`src/sv/polynomial_segment_interpolator_core_assert.svh`:
```
// Assertion macros for the interpolator RTL.
`ifndef POLYNOMIAL_SEGMENT_INTERPOLATOR_CORE_ASSERT_SVH
`define POLYNOMIAL_SEGMENT_INTERPOLATOR_CORE_ASSERT_SVH

// Condition must hold in the same cycle as the trigger.
`define PSI_ASSERT_NOW(lbl, ante, cons) \
	lbl: assert property (@(posedge clk) disable iff (!arst_n) (ante) |-> (cons)) \
		else $error("psi assertion failed");

// Condition must hold in the cycle after the trigger.
`define PSI_ASSERT_NEXT(lbl, ante, cons) \
	lbl: assert property (@(posedge clk) disable iff (!arst_n) (ante) |=> (cons)) \
		else $error("psi assertion failed");

`endif

```
`src/sv/psi_pkg.sv`:
```
// Types, codes and microcode table of the polynomial segment interpolator.
package psi_pkg;

	localparam int FRAC_BITS = 16;
	localparam int DIV_N = 64 + FRAC_BITS;
	localparam int DIV_CW = $clog2(DIV_N);
	localparam int UCODE_DEPTH = 113;
	localparam int UPC_W = $clog2(UCODE_DEPTH);

	localparam logic REQ_LOAD = 1'b0;
	localparam logic REQ_SAMPLE = 1'b1;

	localparam logic [1:0] ORD_CUBIC = 2'd2;
	localparam logic [1:0] ORD_QUINTIC = 2'd3;

	localparam logic [1:0] ST_OK = 2'd0;
	localparam logic [1:0] ST_LOADED = 2'd1;
	localparam logic [1:0] ST_RANGE = 2'd2;

	localparam logic [2:0] OP_MULK = 3'd0;
	localparam logic [2:0] OP_LDT = 3'd1;
	localparam logic [2:0] OP_ADDT = 3'd2;
	localparam logic [2:0] OP_DIV = 3'd3;
	localparam logic [2:0] OP_DIV2 = 3'd4;
	localparam logic [2:0] OP_MULX = 3'd5;
	localparam logic [2:0] OP_ST = 3'd6;

	localparam logic [3:0] SRC_D = 4'd0;
	localparam logic [3:0] SRC_SV = 4'd1;
	localparam logic [3:0] SRC_SA = 4'd2;
	localparam logic [3:0] SRC_EV = 4'd3;
	localparam logic [3:0] SRC_EA = 4'd4;
	localparam logic [3:0] SRC_C0 = 4'd5;
	localparam logic [3:0] SRC_C1 = 4'd6;
	localparam logic [3:0] SRC_C2 = 4'd7;
	localparam logic [3:0] SRC_C3 = 4'd8;
	localparam logic [3:0] SRC_C4 = 4'd9;
	localparam logic [3:0] SRC_C5 = 4'd10;

	localparam logic [3:0] DST_C1 = 4'd0;
	localparam logic [3:0] DST_C2 = 4'd1;
	localparam logic [3:0] DST_C3 = 4'd2;
	localparam logic [3:0] DST_C4 = 4'd3;
	localparam logic [3:0] DST_C5 = 4'd4;
	localparam logic [3:0] DST_P = 4'd5;
	localparam logic [3:0] DST_V = 4'd6;
	localparam logic [3:0] DST_A = 4'd7;

	localparam logic [UPC_W-1:0] ENT_LIN = UPC_W'(0);
	localparam logic [UPC_W-1:0] ENT_CUB = UPC_W'(4);
	localparam logic [UPC_W-1:0] ENT_QUI = UPC_W'(23);
	localparam logic [UPC_W-1:0] ENT_SMP = UPC_W'(68);

	typedef struct packed {
		logic req_type;
		logic [1:0] poly_order;
		logic signed [31:0] start_pos;
		logic signed [31:0] start_vel;
		logic signed [31:0] start_acc;
		logic signed [31:0] end_pos;
		logic signed [31:0] end_vel;
		logic signed [31:0] end_acc;
		logic [31:0] seg_start_time;
		logic [31:0] seg_duration;
		logic [31:0] sample_time;
	} psi_req_t;

	typedef struct packed {
		logic [1:0] status;
		logic signed [31:0] out_pos;
		logic signed [31:0] out_vel;
		logic signed [31:0] out_acc;
	} psi_rsp_t;

	typedef struct packed {
		logic [2:0] op;
		logic [3:0] sel;
		logic signed [5:0] k;
		logic last;
	} psi_uinst_t;

	typedef struct packed {
		logic capture;
		logic go;
		psi_uinst_t ui;
		logic publish;
		logic [1:0] status;
	} psi_cmd_t;

	typedef struct packed {
		logic is_smp;
		logic oor;
		logic t_zero;
		logic [1:0] ord;
		logic done;
	} psi_sts_t;

	function automatic psi_uinst_t u_mk(input logic [2:0] op, input logic [3:0] sel,
			input logic signed [5:0] k, input logic last);
		psi_uinst_t u;
		u.op = op;
		u.sel = sel;
		u.k = k;
		u.last = last;
		return u;
	endfunction

	function automatic psi_uinst_t um(input logic [3:0] sel, input logic signed [5:0] k);
		return u_mk(OP_MULK, sel, k, 1'b0);
	endfunction

	function automatic psi_uinst_t uo(input logic [2:0] op);
		return u_mk(op, 4'd0, 6'sd0, 1'b0);
	endfunction

	function automatic psi_uinst_t us(input logic [3:0] dst, input logic last);
		return u_mk(OP_ST, dst, 6'sd0, last);
	endfunction

	// Programs: linear, cubic and quintic coefficient setup, then sample evaluation.
	function automatic psi_uinst_t ucode(input logic [UPC_W-1:0] pc);
		psi_uinst_t u;
		case (int'(pc))
			0: u = um(SRC_D, 6'sd1);
			1: u = uo(OP_LDT);
			2: u = uo(OP_DIV);
			3: u = us(DST_C1, 1'b1);
			4: u = um(SRC_D, 6'sd3);
			5: u = uo(OP_LDT);
			6: u = uo(OP_DIV);
			7: u = um(SRC_SV, -6'sd2);
			8: u = uo(OP_ADDT);
			9: u = um(SRC_EV, -6'sd1);
			10: u = uo(OP_ADDT);
			11: u = uo(OP_DIV);
			12: u = us(DST_C2, 1'b0);
			13: u = um(SRC_D, -6'sd2);
			14: u = uo(OP_LDT);
			15: u = uo(OP_DIV);
			16: u = um(SRC_SV, 6'sd1);
			17: u = uo(OP_ADDT);
			18: u = um(SRC_EV, 6'sd1);
			19: u = uo(OP_ADDT);
			20: u = uo(OP_DIV);
			21: u = uo(OP_DIV);
			22: u = us(DST_C3, 1'b1);
			23: u = um(SRC_D, 6'sd20);
			24: u = uo(OP_LDT);
			25: u = uo(OP_DIV);
			26: u = um(SRC_SV, -6'sd12);
			27: u = uo(OP_ADDT);
			28: u = um(SRC_EV, -6'sd8);
			29: u = uo(OP_ADDT);
			30: u = uo(OP_DIV);
			31: u = um(SRC_EA, 6'sd1);
			32: u = uo(OP_ADDT);
			33: u = um(SRC_SA, -6'sd3);
			34: u = uo(OP_ADDT);
			35: u = uo(OP_DIV2);
			36: u = us(DST_C3, 1'b0);
			37: u = um(SRC_D, -6'sd30);
			38: u = uo(OP_LDT);
			39: u = uo(OP_DIV);
			40: u = um(SRC_SV, 6'sd16);
			41: u = uo(OP_ADDT);
			42: u = um(SRC_EV, 6'sd14);
			43: u = uo(OP_ADDT);
			44: u = uo(OP_DIV);
			45: u = um(SRC_SA, 6'sd3);
			46: u = uo(OP_ADDT);
			47: u = um(SRC_EA, -6'sd2);
			48: u = uo(OP_ADDT);
			49: u = uo(OP_DIV);
			50: u = uo(OP_DIV2);
			51: u = us(DST_C4, 1'b0);
			52: u = um(SRC_D, 6'sd12);
			53: u = uo(OP_LDT);
			54: u = uo(OP_DIV);
			55: u = um(SRC_SV, -6'sd6);
			56: u = uo(OP_ADDT);
			57: u = um(SRC_EV, -6'sd6);
			58: u = uo(OP_ADDT);
			59: u = uo(OP_DIV);
			60: u = um(SRC_EA, 6'sd1);
			61: u = uo(OP_ADDT);
			62: u = um(SRC_SA, -6'sd1);
			63: u = uo(OP_ADDT);
			64: u = uo(OP_DIV);
			65: u = uo(OP_DIV);
			66: u = uo(OP_DIV2);
			67: u = us(DST_C5, 1'b1);
			68: u = um(SRC_C5, 6'sd1);
			69: u = uo(OP_LDT);
			70: u = uo(OP_MULX);
			71: u = um(SRC_C4, 6'sd1);
			72: u = uo(OP_ADDT);
			73: u = uo(OP_MULX);
			74: u = um(SRC_C3, 6'sd1);
			75: u = uo(OP_ADDT);
			76: u = uo(OP_MULX);
			77: u = um(SRC_C2, 6'sd1);
			78: u = uo(OP_ADDT);
			79: u = uo(OP_MULX);
			80: u = um(SRC_C1, 6'sd1);
			81: u = uo(OP_ADDT);
			82: u = uo(OP_MULX);
			83: u = um(SRC_C0, 6'sd1);
			84: u = uo(OP_ADDT);
			85: u = us(DST_P, 1'b0);
			86: u = um(SRC_C5, 6'sd5);
			87: u = uo(OP_LDT);
			88: u = uo(OP_MULX);
			89: u = um(SRC_C4, 6'sd4);
			90: u = uo(OP_ADDT);
			91: u = uo(OP_MULX);
			92: u = um(SRC_C3, 6'sd3);
			93: u = uo(OP_ADDT);
			94: u = uo(OP_MULX);
			95: u = um(SRC_C2, 6'sd2);
			96: u = uo(OP_ADDT);
			97: u = uo(OP_MULX);
			98: u = um(SRC_C1, 6'sd1);
			99: u = uo(OP_ADDT);
			100: u = us(DST_V, 1'b0);
			101: u = um(SRC_C5, 6'sd20);
			102: u = uo(OP_LDT);
			103: u = uo(OP_MULX);
			104: u = um(SRC_C4, 6'sd12);
			105: u = uo(OP_ADDT);
			106: u = uo(OP_MULX);
			107: u = um(SRC_C3, 6'sd6);
			108: u = uo(OP_ADDT);
			109: u = uo(OP_MULX);
			110: u = um(SRC_C2, 6'sd2);
			111: u = uo(OP_ADDT);
			112: u = us(DST_A, 1'b1);
			default: u = u_mk(OP_LDT, 4'd0, 6'sd0, 1'b1);
		endcase
		return u;
	endfunction

endpackage

```
`src/sv/psi_ctrl.sv`:
```
// Controller: microcode sequencer, handshakes and result valid flag.
`include "polynomial_segment_interpolator_core_assert.svh"
module psi_ctrl import psi_pkg::*; (
	input logic clk,
	input logic arst_n,
	input logic req_valid,
	output logic req_stall,
	output logic rsp_valid,
	input logic rsp_stall,
	output psi_cmd_t cmd,
	input psi_sts_t sts
);

	localparam logic [2:0] S_IDLE = 3'd0;
	localparam logic [2:0] S_DECIDE = 3'd1;
	localparam logic [2:0] S_ISSUE = 3'd2;
	localparam logic [2:0] S_WAIT = 3'd3;
	localparam logic [2:0] S_FIN = 3'd4;

	logic [2:0] state_q;
	logic [UPC_W-1:0] pc_q;
	logic [1:0] code_q;
	logic rsp_valid_q;
	psi_uinst_t ui;
	logic multi;

	assign ui = ucode(pc_q);
	assign multi = (ui.op == OP_DIV) || (ui.op == OP_DIV2) || (ui.op == OP_MULX);

	always_comb begin
		cmd = '0;
		cmd.capture = (state_q == S_IDLE) && req_valid;
		cmd.go = (state_q == S_ISSUE);
		cmd.ui = ui;
		cmd.publish = (state_q == S_FIN) && (!rsp_valid_q || !rsp_stall);
		cmd.status = code_q;
	end

	assign req_stall = (state_q != S_IDLE);
	assign rsp_valid = rsp_valid_q;

	always_ff @(posedge clk or negedge arst_n) begin
		if (!arst_n) begin
			state_q <= S_IDLE;
			pc_q <= '0;
			code_q <= ST_OK;
			rsp_valid_q <= 1'b0;
		end else begin
			if (cmd.publish) rsp_valid_q <= 1'b1;
			else if (!rsp_stall) rsp_valid_q <= 1'b0;
			unique case (state_q)
				S_IDLE: begin
					if (cmd.capture) state_q <= S_DECIDE;
				end
				S_DECIDE: begin
					if (sts.is_smp) begin
						if (sts.oor) begin
							code_q <= ST_RANGE;
							state_q <= S_FIN;
						end else begin
							code_q <= ST_OK;
							pc_q <= ENT_SMP;
							state_q <= S_ISSUE;
						end
					end else begin
						code_q <= ST_LOADED;
						// A zero duration keeps the start values already in place.
						if (sts.t_zero) begin
							state_q <= S_FIN;
						end else begin
							case (sts.ord)
								ORD_CUBIC: pc_q <= ENT_CUB;
								ORD_QUINTIC: pc_q <= ENT_QUI;
								default: pc_q <= ENT_LIN;
							endcase
							state_q <= S_ISSUE;
						end
					end
				end
				S_ISSUE: begin
					if (multi) state_q <= S_WAIT;
					else if (ui.last) state_q <= S_FIN;
					else pc_q <= pc_q + 1'b1;
				end
				S_WAIT: begin
					if (sts.done) begin
						pc_q <= pc_q + 1'b1;
						state_q <= S_ISSUE;
					end
				end
				S_FIN: begin
					if (cmd.publish) state_q <= S_IDLE;
				end
				default: state_q <= S_IDLE;
			endcase
		end
	end

	`PSI_ASSERT_NEXT(a_accept_decide, req_valid && !req_stall, state_q == S_DECIDE)
	`PSI_ASSERT_NOW(a_done_in_wait, sts.done, state_q == S_WAIT)
	`PSI_ASSERT_NOW(a_pc_range, state_q == S_ISSUE, pc_q < UPC_W'(UCODE_DEPTH))
	`PSI_ASSERT_NEXT(a_publish_idle, cmd.publish, (state_q == S_IDLE) && rsp_valid_q)

endmodule

```
`config.mk`:
```
export PLATFORM = sky130hd
export DESIGN_NAME = psi_ctrl
export DESIGN_NICKNAME = d
export VERILOG_FILES = /design/src/sv/psi_pkg.sv /design/src/sv/psi_ctrl.sv
export VERILOG_INCLUDE_DIRS = /design/src /design/src/sv
export SDC_FILE = /design/constraint.sdc
export NUM_CORES = 1
export LEC_CHECK = 0
export ABC_AREA = 1
export BUFFER_PORTS_ARGS = -buffer_cell sky130_fd_sc_hd__clkbuf_2
export CORE_UTILIZATION = 50
export DETAILED_ROUTE_END_ITERATION = 7
export PLACE_DENSITY_LB_ADDON = 0.05
export RECOVER_POWER = 25
export SLEW_MARGIN = 10
export SYNTH_ARGS = -nofsm -noshare
export SYNTH_HDL_FRONTEND = slang
export SYNTH_SLANG_ARGS = --single-unit
export TNS_END_PERCENT = 100
```
`constraint.sdc`:
```
create_clock -name clk -period 2.1 [get_ports clk]
set_clock_uncertainty 0.1 [all_clocks]
set_input_delay 0.42 -clock clk [delete_from_list [all_inputs] [get_ports clk]]
set_output_delay 0.42 -clock clk [all_outputs]
set_load 0.05 [all_outputs]
```
==> results of run 1 <==
-- cells in the mapped netlist, types with 3 or more instances --
library cell | number | area share
nand2_1 | 122 | 0.20
inv_1 | 44 | 0.073
nor2_1 | 38 | 0.063
nand3_1 | 31 | 0.068
o21ai_0 | 27 | 0.059
a21oi_1 | 25 | 0.055
dfrtp_1 | 13 | 0.14
ha_1 | 10 | 0.055
a31oi_1 | 6 | 0.017
nor3_1 | 6 | 0.013
buf_2 | 5 | 0.011
o21ai_1 | 5 | 0.011
buf_4 | 4 | 0.013
nand2_2 | 4 | 0.011
xor2_1 | 4 | 0.015
buf_6 | 3 | 0.015
clkbuf_1 | 3 | 0.0050
nand2_4 | 3 | 0.015
nand4_1 | 3 | 0.0083
nor2_2 | 3 | 0.0083
o211ai_1 | 3 | 0.0099
o221ai_1 | 3 | 0.012
-- metal layers --
layer,GRT usage,GRT overflow
met3,0.362,0
met5,0,0
met1,0.689,0
met4,0.678,13
met2,0.921,14
-- logic make-up after synthesis --
group	count (synthesis)	synth area share
simple gates	216	0.416
compound gates	87	0.227
buf+inv	65	0.143
flops	13	0.143
fa+ha+maj	10	0.0551
xor+xnor	4	0.0154
-- per-stage QoR --
step	instances	hold WS, ns
4_1_cts	581	0.313
3_5_place_dp	561	0.240
3_3_place_gp	561	0.236
2_1_floorplan	395	0.0244
-- what timing repair did --
action | CTS
pin swaps | 36
endpoints found under the setup margin | 24
hold endpoints to repair | 13
setup buffers | 14
hold buffers | 1
gates resized for setup | 115
cloned | 1
==> metrics.md, run 1 <==
| Metric | Value |
|---|---|
| Post-synth EDFFs | `0` |
| GP Congestion | `1.06` |
| H-tree Lvls | `1` |
| Ys Warns | `0` |
| Register area share after synthesis | `0.143` |
| Row Count | `24` |
| Global route total overflow | `27` |
| Status | `did not finish` |
| Total CTS buffers | `3` |
| Stop err | `[ERROR GRT-0232] Routing congestion too high. Check the congestion heatmap in the GUI.` |
| Avg Synthesized Cell Area | `5.75 sq um` |
| Failed at | `global routing (5_1_grt)` |
| Worst End Pin Type | `output port` |
| Synth async-reset ratio | `1.00` |
| IO Pins | `31` |
| Syn Std Cell Area | `2270 sq um` |
| Max clock buf depth | `2` |
| Die X | `69.4 um` |
| Clock root buffer | `clkbuf_8` |
| Starting Density | `0.522` |
| Worst slack, placed | `-0.343 ns` |
| Largest net degree at the start of global routing | `15` |
| Main flop type after synthesis | `dfrtp_1` |
| Detail Placement HPWL | `7320 um` |
| Post-synth cell types | `46` |
| Worst endpoint from the post-global-route timing repair | `cmd[6]` |
| Placed Area | `3420 sq um` |
| Chip Height | `69.4 um` |
| Buffers on Ports | `30` |
| Cells after Synth | `395` |
| Synth Register Bits | `13` |
| GR Util All Layers | `0.665` |
| Clock sink count | `13` |
| Syn Nets | `415` |
==> run 2, diff against run 1 <==
Settings changed: CORE_UTILIZATION 50 to 35, PLACE_DENSITY_LB_ADDON 0.05 to 0.15.
Clock period 2.1 ns to 2.73 ns, I/O delays scaled along.
==> run 2 against run 1 <==
Net effect: the flow now finishes, with violations (negative setup slack); synthesized cell count stayed put; synthesized area stayed put.
==> metrics.md, run 2 <==
| Metric | Value |
|---|---|
| Status | `finished, violations left` |
| Failing checks | `negative setup slack` |
| Setup CP Type | `reg -> out` |
| Met1 Usage GRT | `0.357` |
| Post-synth EDFFs | `0` |
| WHS | `0.235 ns` |
| Syn Std Cell Area | `roughly 2300 sq um` |
| Commonest cells after routing, fill and taps aside | `nand2_1, buf_4, inv_1` |
| First drt pass iteration count | `6` |
| Later-pin clock latency in the skew report | `between 0.2 and 0.3 ns` |
| CP endpoint kind | `primary output` |
| ANT cells | `0` |
| Power density cells | `1410 nW/um^2` |
| Final core occ | `0.528` |
| Commonest non-fill, non-tap cell in the layout | `nand2_1` |
| Routed len/inst | `17.1 um` |
| Max reg flops | `7` |
| H-tree Lvls | `1` |
| Die area | `6820 sq um` |
| Gr busiest metal | `met2` |
| Fin. max-slew vios | `0` |
| Final setup fails | `1` |
| Chip Height | `approximately 83 um` |
| First-pass GRT wire length | `14000 um` |
| Worst slew pin tran | `0.740 ns` |
| Fin. Hold Viols | `0` |
| Area fraction of the dominant cell type after synthesis | `0.202` |
| Synth Register Bits | `13` |
| # hold bufs at CTS | `0` |
| GP Congestion | `about 1.0` |
| GR Util All Layers | `0.279` |
| LEAKAGE | `1.52 nW` |
| Detail Route Antenna Nets | `0` |
| Clock Pin Slew Worst Setup and Hold Paths | `0.06 ns` |
| Avg Synthesized Cell Area | `5.75 sq um` |
| Reg area | `329 sq um` |
| Global route total overflow | `0` |
| Vias | `3036` |
| Largest area contributor in the netlist | `nand2_1` |
| Main flop type after synthesis | `dfrtp_1` |
| Worst slack, placed | `-0.00249 ns` |
| Starting Density | `0.373` |
| VDD IR max | `between 0.0006 and 0.0007 V` |
| Vias in the first global route | `between 2000 and 3000` |
| Setup crit start kind | `register` |
| Fillcell total | `around 630` |
| CP required | `2.08 ns` |
| Residual DRC | `0` |
| Syn Nets | `415` |
| Multi-input gate area | `between 1500 and 2000 sq um` |
| Top cells by area, synth | `nand2_1, dfrtp_1, inv_1` |
| Cells after Synth | `between 300 and 400` |
| Max Cap Viol | `0` |
| Most frequent cell after synthesis | `nand2_1` |
| Crit Path Max Fanout | `6` |
| IO Pins | `31` |
| GRT met3 Usage | `0.0396` |
| Row Count | `28` |
| Fin crit period | `between 2 and 3 ns` |
| Final Worst Setup Slack | `-0.00475 ns` |
| Most instantiated cells after synthesis | `nand2_1, inv_1, nor2_1, nand3_1, o21ai_0` |
| DR iter-0 viols | `255` |
| Vias per inst | `approximately 5.7` |
| Layout cells sized above 1 | `0.345` |
| Largest net degree at the start of global routing | `27` |
| Synth async-reset ratio | `1.00` |
| Unrepaired setup endpoints after global routing | `yes` |
| Core Area | `6100 sq um` |
| Ys Warns | `0` |
| GR Util met2 | `0.437` |
| Register area share after synthesis | `0.143` |
| CTS tree | `built` |
| Post-Route WL | `9120 um` |
| Highest Clock Rate | `around 370 MHz` |
| Post-synth cell types | `46` |
| Critical path data arrival time | `between 2 and 2.5 ns` |
| Slew margin rel. | `0.507` |
| Initial antenna violation count | `0` |
| Final period utilization | `1.00` |
| Hold Crit Class | `in -> async` |
| Max clock buf depth | `2` |
| Detail Placement HPWL | `6900 um` |
| Top flop regs | `pc_q: 7 flops, state_q: 3 flops, code_q: 2 flops` |
| Clock sink count | `13` |
| Total CTS buffers | `3` |
| Die X | `~83 um` |
| Clock root buffer | `clkbuf_8` |
| Buffers on Ports | `30` |
| Area Growth Syn to Fin | `41.5%` |
| Top reg by flops | `pc_q` |
| Nets@finish | `479` |
-- run 2: cell counts after synthesis --
No cell type changed its count.
-- run 2: area by class of cell --
class / instances / area share
clock buffer: 4 / 0.0140
inverter: 48 / 0.0630
multi-input combinational: 317 / 0.588
sequential: 13 / 0.102
tap: 75 / 0.0292
timing repair buffer: 76 / 0.204
-- run 2: through the flow --
step / power (mW) / area, sq um / cells / TNS [ns]
after floorplan: 2.75 / 2300 / 395 / -0.331
after global placement: 3.74 / 2740 / 515 / -0.0258
after detailed placement: 3.70 / 2740 / 515 / -0.00249
after CTS: 4.15 / 2960 / 523 / -0.00753
after global routing: 4.84 / 3220 / 533 / -0.234
final: 4.55 / 3220 / 533 / -0.00475
-- run 2: worst max-delay path: stages, from the launching register on --
cell and delay [ns]:
dfrtp_2 0.41, buf_6 0.16, ha_4 0.15, nand2_2 0.07, nor2_4 0.15, inv_2 0.06
nand2_2 0.06, inv_2 0.05, a21oi_2 0.19, o21a_1 0.18, nor4_2 0.06, a21oi_2 0.15
buf_12 0.15
-- run 2: cell families after synthesis --
family / Yosys count / share of synthesized area
xor gates and xnor gates: 4 / 0.0154
DFF: 13 / 0.143
buffers and inverters: 65 / 0.143
AOI/OAI and AO/OA: 87 / 0.227
and+or+nand+nor: 216 / 0.416
adders and majority gates: 10 / 0.0551
-- run 2: final timing paths --
kind | startpoint | endpoint | slack [ns] | cells past startpoint
max in group asynchronous | arst_n | pc_q[1] | 1.78 | 1
hold / removal | arst_n | state_q[0] | 0.24 | 1
hold reg to reg | code_q[0] | code_q[0] | 0.43 | 2
setup reg to reg | pc_q[0] | pc_q[0] | 0.39 | 16
setup / recovery | pc_q[0] | cmd[8] | -0.005 | 12
min in group clk | code_q[0] | code_q[0] | 0.43 | 2
-- run 2: where the power goes --
group / switching [mW] / total [mW] / leakage, nW / internal, mW
sequential: 0.0906 / 0.365 / 0.162 / 0.275
clock: 0.0719 / 0.175 / 0.0228 / 0.103
combinational: 2.55 / 4.01 / 1.34 / 1.45
-- run 2: what timing repair did --
action                     in CTS  in global routing
setup buffers                   4                 10
pin swaps                       4                 19
hold endpoints to repair        0                  0
setup endpoints to repair      14                 15
resized for setup              44                 57
-- run 2: metal layers --
metal / vias up / wire length [um]
li1: 1441 / -
met1: 1361 / 3720
met2: 183 / 4180
met3: 51 / 667
met4: 0 / 545
met5: - / 0
(Power assumes the default switching activity.)
==> run 3, diff against run 2 <==
Settings changed: SETUP_SLACK_MARGIN set to 0.2, SKIP_CTS_REPAIR_TIMING set to 1.
==> run 3 against run 2 <==
Net effect: the run still ends with negative setup slack left; count of clock-buffer cells in the layout unchanged; final area increased by 2.3%; core utilization increased by 1.2 points; worst hold slack improved by 0.013 ns; maximum frequency decreased by 0.54%; register-to-register slack got worse by 0.04 ns; global-route usage decreased by 0.19 points; largest power group unchanged.
==> metrics.md, run 3 (synthesized netlist as in run 2, its figures left out) <==
| Metric | Value |
|---|---|
| Status | `finished, violations left` |
| Failing checks | `negative setup slack` |
| Die X | `approximately 83 um` |
| CTS tree | `built` |
| Clock share of power | `0.038` |
| First drt pass iteration count | `5` |
| CP required | `2.08 ns` |
| Hold Crit Class | `in -> async` |
| Cells after DPL | `508` |
| Starting Density | `0.373` |
| GRT met3 Usage | `0.0363` |
| Combinational power share | `0.882` |
| Fin crit period | `2.75 ns` |
| Fin. max-slew vios | `0` |
| CP endpoint kind | `primary output` |
| Post-Route WL | `between 9000 and 10000 um` |
| Nets@finish | `476` |
| Gr busiest metal | `met2` |
| H-tree Lvls | `1` |
| Max Cap Viol | `0` |
| IO Pins | `31` |
| GR Util All Layers | `0.277` |
| Power density cells | `roughly 1400 nW/um^2` |
| Critical Path Max Stage Delay | `0.46 ns` |
| Total CTS buffers | `3` |
| Vias per inst | `5.70` |
| Final Worst Setup Slack | `-0.0196 ns` |
| Vias in the first global route | `2778` |
| Commonest cells after routing, fill and taps aside | `nand2_1, buf_4, inv_1` |
| VDD IR max | `0.000707 V` |
| Top reg by flops | `pc_q` |
| Unrepaired setup endpoints after global routing | `yes` |
| Sw power | `2.81 mW` |
| Final period utilization | `1.01` |
| Row Count | `28` |
| Layout cells sized above 1 | `0.378` |
| Slowest stage cell on the critical path | `dfrtp_2` |
| Cells along the critical path | `ha_4, nand2_1, nor2_2, inv_2, nand2_2, inv_2, a21oi_2, o21a_1, nor4_2, a21oi_2, buf_12` |
| Die area | `6820 sq um` |
| Later-pin clock latency in the skew report | `0.25 ns` |
| Fillcell total | `roughly 610` |
| Commonest non-fill, non-tap cell in the layout | `nand2_1` |
| Final TNS setup | `-0.0196 ns` |
| Slew margin rel. | `0.481` |
| Chip Height | `82.6 um` |
| Global route total overflow | `0` |
| Detail Placement HPWL | `6920 um` |
| GR Util met2 | `0.439` |
| Max reg flops | `7` |
| Worst slew pin tran | `0.778 ns` |
| FF-to-FF End | `pc_q[6]` |
| DR iter-0 viols | `370` |
| Final setup fails | `1` |
| Initial antenna violation count | `0` |
| Top flop regs | `pc_q: 7 flops, state_q: 3 flops, code_q: 2 flops` |
| Non-Filler Instances | `530` |
| Buffers on Ports | `30` |
| Worst r2r path cells | `16` |
| Residual DRC | `0` |
| Sequential share of power | `0.081` |
| Largest net degree at the start of global routing | `28` |
| ANT cells | `0` |
| Vias | `between 3000 and 4000` |
| First-pass GRT wire length | `14000 um` |
| Fin. Hold Viols | `0` |
| P_int | `around 1.9 mW` |
| Clock root buffer | `clkbuf_8` |
| Detail Route Antenna Nets | `0` |
| GP Congestion | `0.966` |
| Highest Clock Rate | `364 MHz` |
| Worst Setup SP | `pc_q[0]` |
| Reg-to-Reg Start | `pc_q[0]` |
| Clock Pin Slew Worst Setup and Hold Paths | `0.06 ns` |
| Area Growth Syn to Fin | `44.8%` |
| Setup crit start kind | `register` |
| Sw Share | `0.596` |
| Met1 Usage GRT | `0.350` |
| LEAKAGE | `roughly 1.5 nW` |
| Core Area | `roughly 6100 sq um` |
| Clock sink count | `13` |
| Critical path data arrival time | `~2.1 ns` |
| Setup CP Type | `reg -> out` |
| Routed len/inst | `17.3 um` |
| Flop-to-flop setup slack | `approximately 0.35 ns` |
| Max clock buf depth | `2` |
| Crit Path Max Fanout | `6` |
run 3: worst max-delay path, delay by kind of cell, from the launching register on:
family,cells,cell delay [ns]
adders and majority gates,1,0.20
buffers and inverters,3,0.28
DFF,1,0.46
and+or+nand+nor,4,0.40
AOI/OAI and AO/OA,3,0.50
run 3: worst max-delay path by stage:
stage              end  slack, ns
6_report        cmd[8]      -0.02
5_1_grt         cmd[8]      -0.08
4_1_cts         cmd[6]      -0.23
3_5_place_dp    cmd[6]       0.05
3_3_place_gp    cmd[6]       0.07
2_1_floorplan  cmd[11]       0.18
run 3: area by class of cell:
cell class              instances  area [sq um]  area share
repair buffers                 73           634       0.193
well taps                      75          93.8      0.0285
inverters                      48           210      0.0639
multi-input cells             317          1980       0.601
clock buffers                   4          45.0      0.0137
flip-flops and latches         13           329       0.100
run 3: power by group through the flow:
stage,registers [mW],clock network [mW],logic (mW)
CTS,0.371,0.185,3.32
global route,0.389,0.193,4.45
floorplan,0.416,0,2.39
detailed placement,0.374,0,3.32
global placement,0.371,0,3.35
finish,0.380,0.178,4.16
run 3: through the flow:
step / hold slack, ns / setup slack [ns] / total power [mW] / cell area, sq um / utilization
after global routing: 0.314 / -0.0787 / 5.03 / 3290 / 0.540
after floorplan: 0.150 / 0.175 / 2.81 / 2350 / -
after CTS: 0.103 / -0.231 / 3.88 / 2770 / 0.455
final: 0.248 / -0.0196 / 4.72 / 3290 / 0.540
after detailed placement: 0.376 / 0.0460 / 3.69 / 2730 / 0.447
after global placement: 0.375 / 0.0657 / 3.72 / 2730 / 0.447
run 3: layer usage:
| layer | vias to the layer above | wire [um] |
|---|---|---|
| met3 | 58 | 629 |
| met4 | 0 | 505 |
| met5 | - | 0 |
| met2 | 186 | 4160 |
| li1 | 1430 | - |
| met1 | 1345 | 3870 |
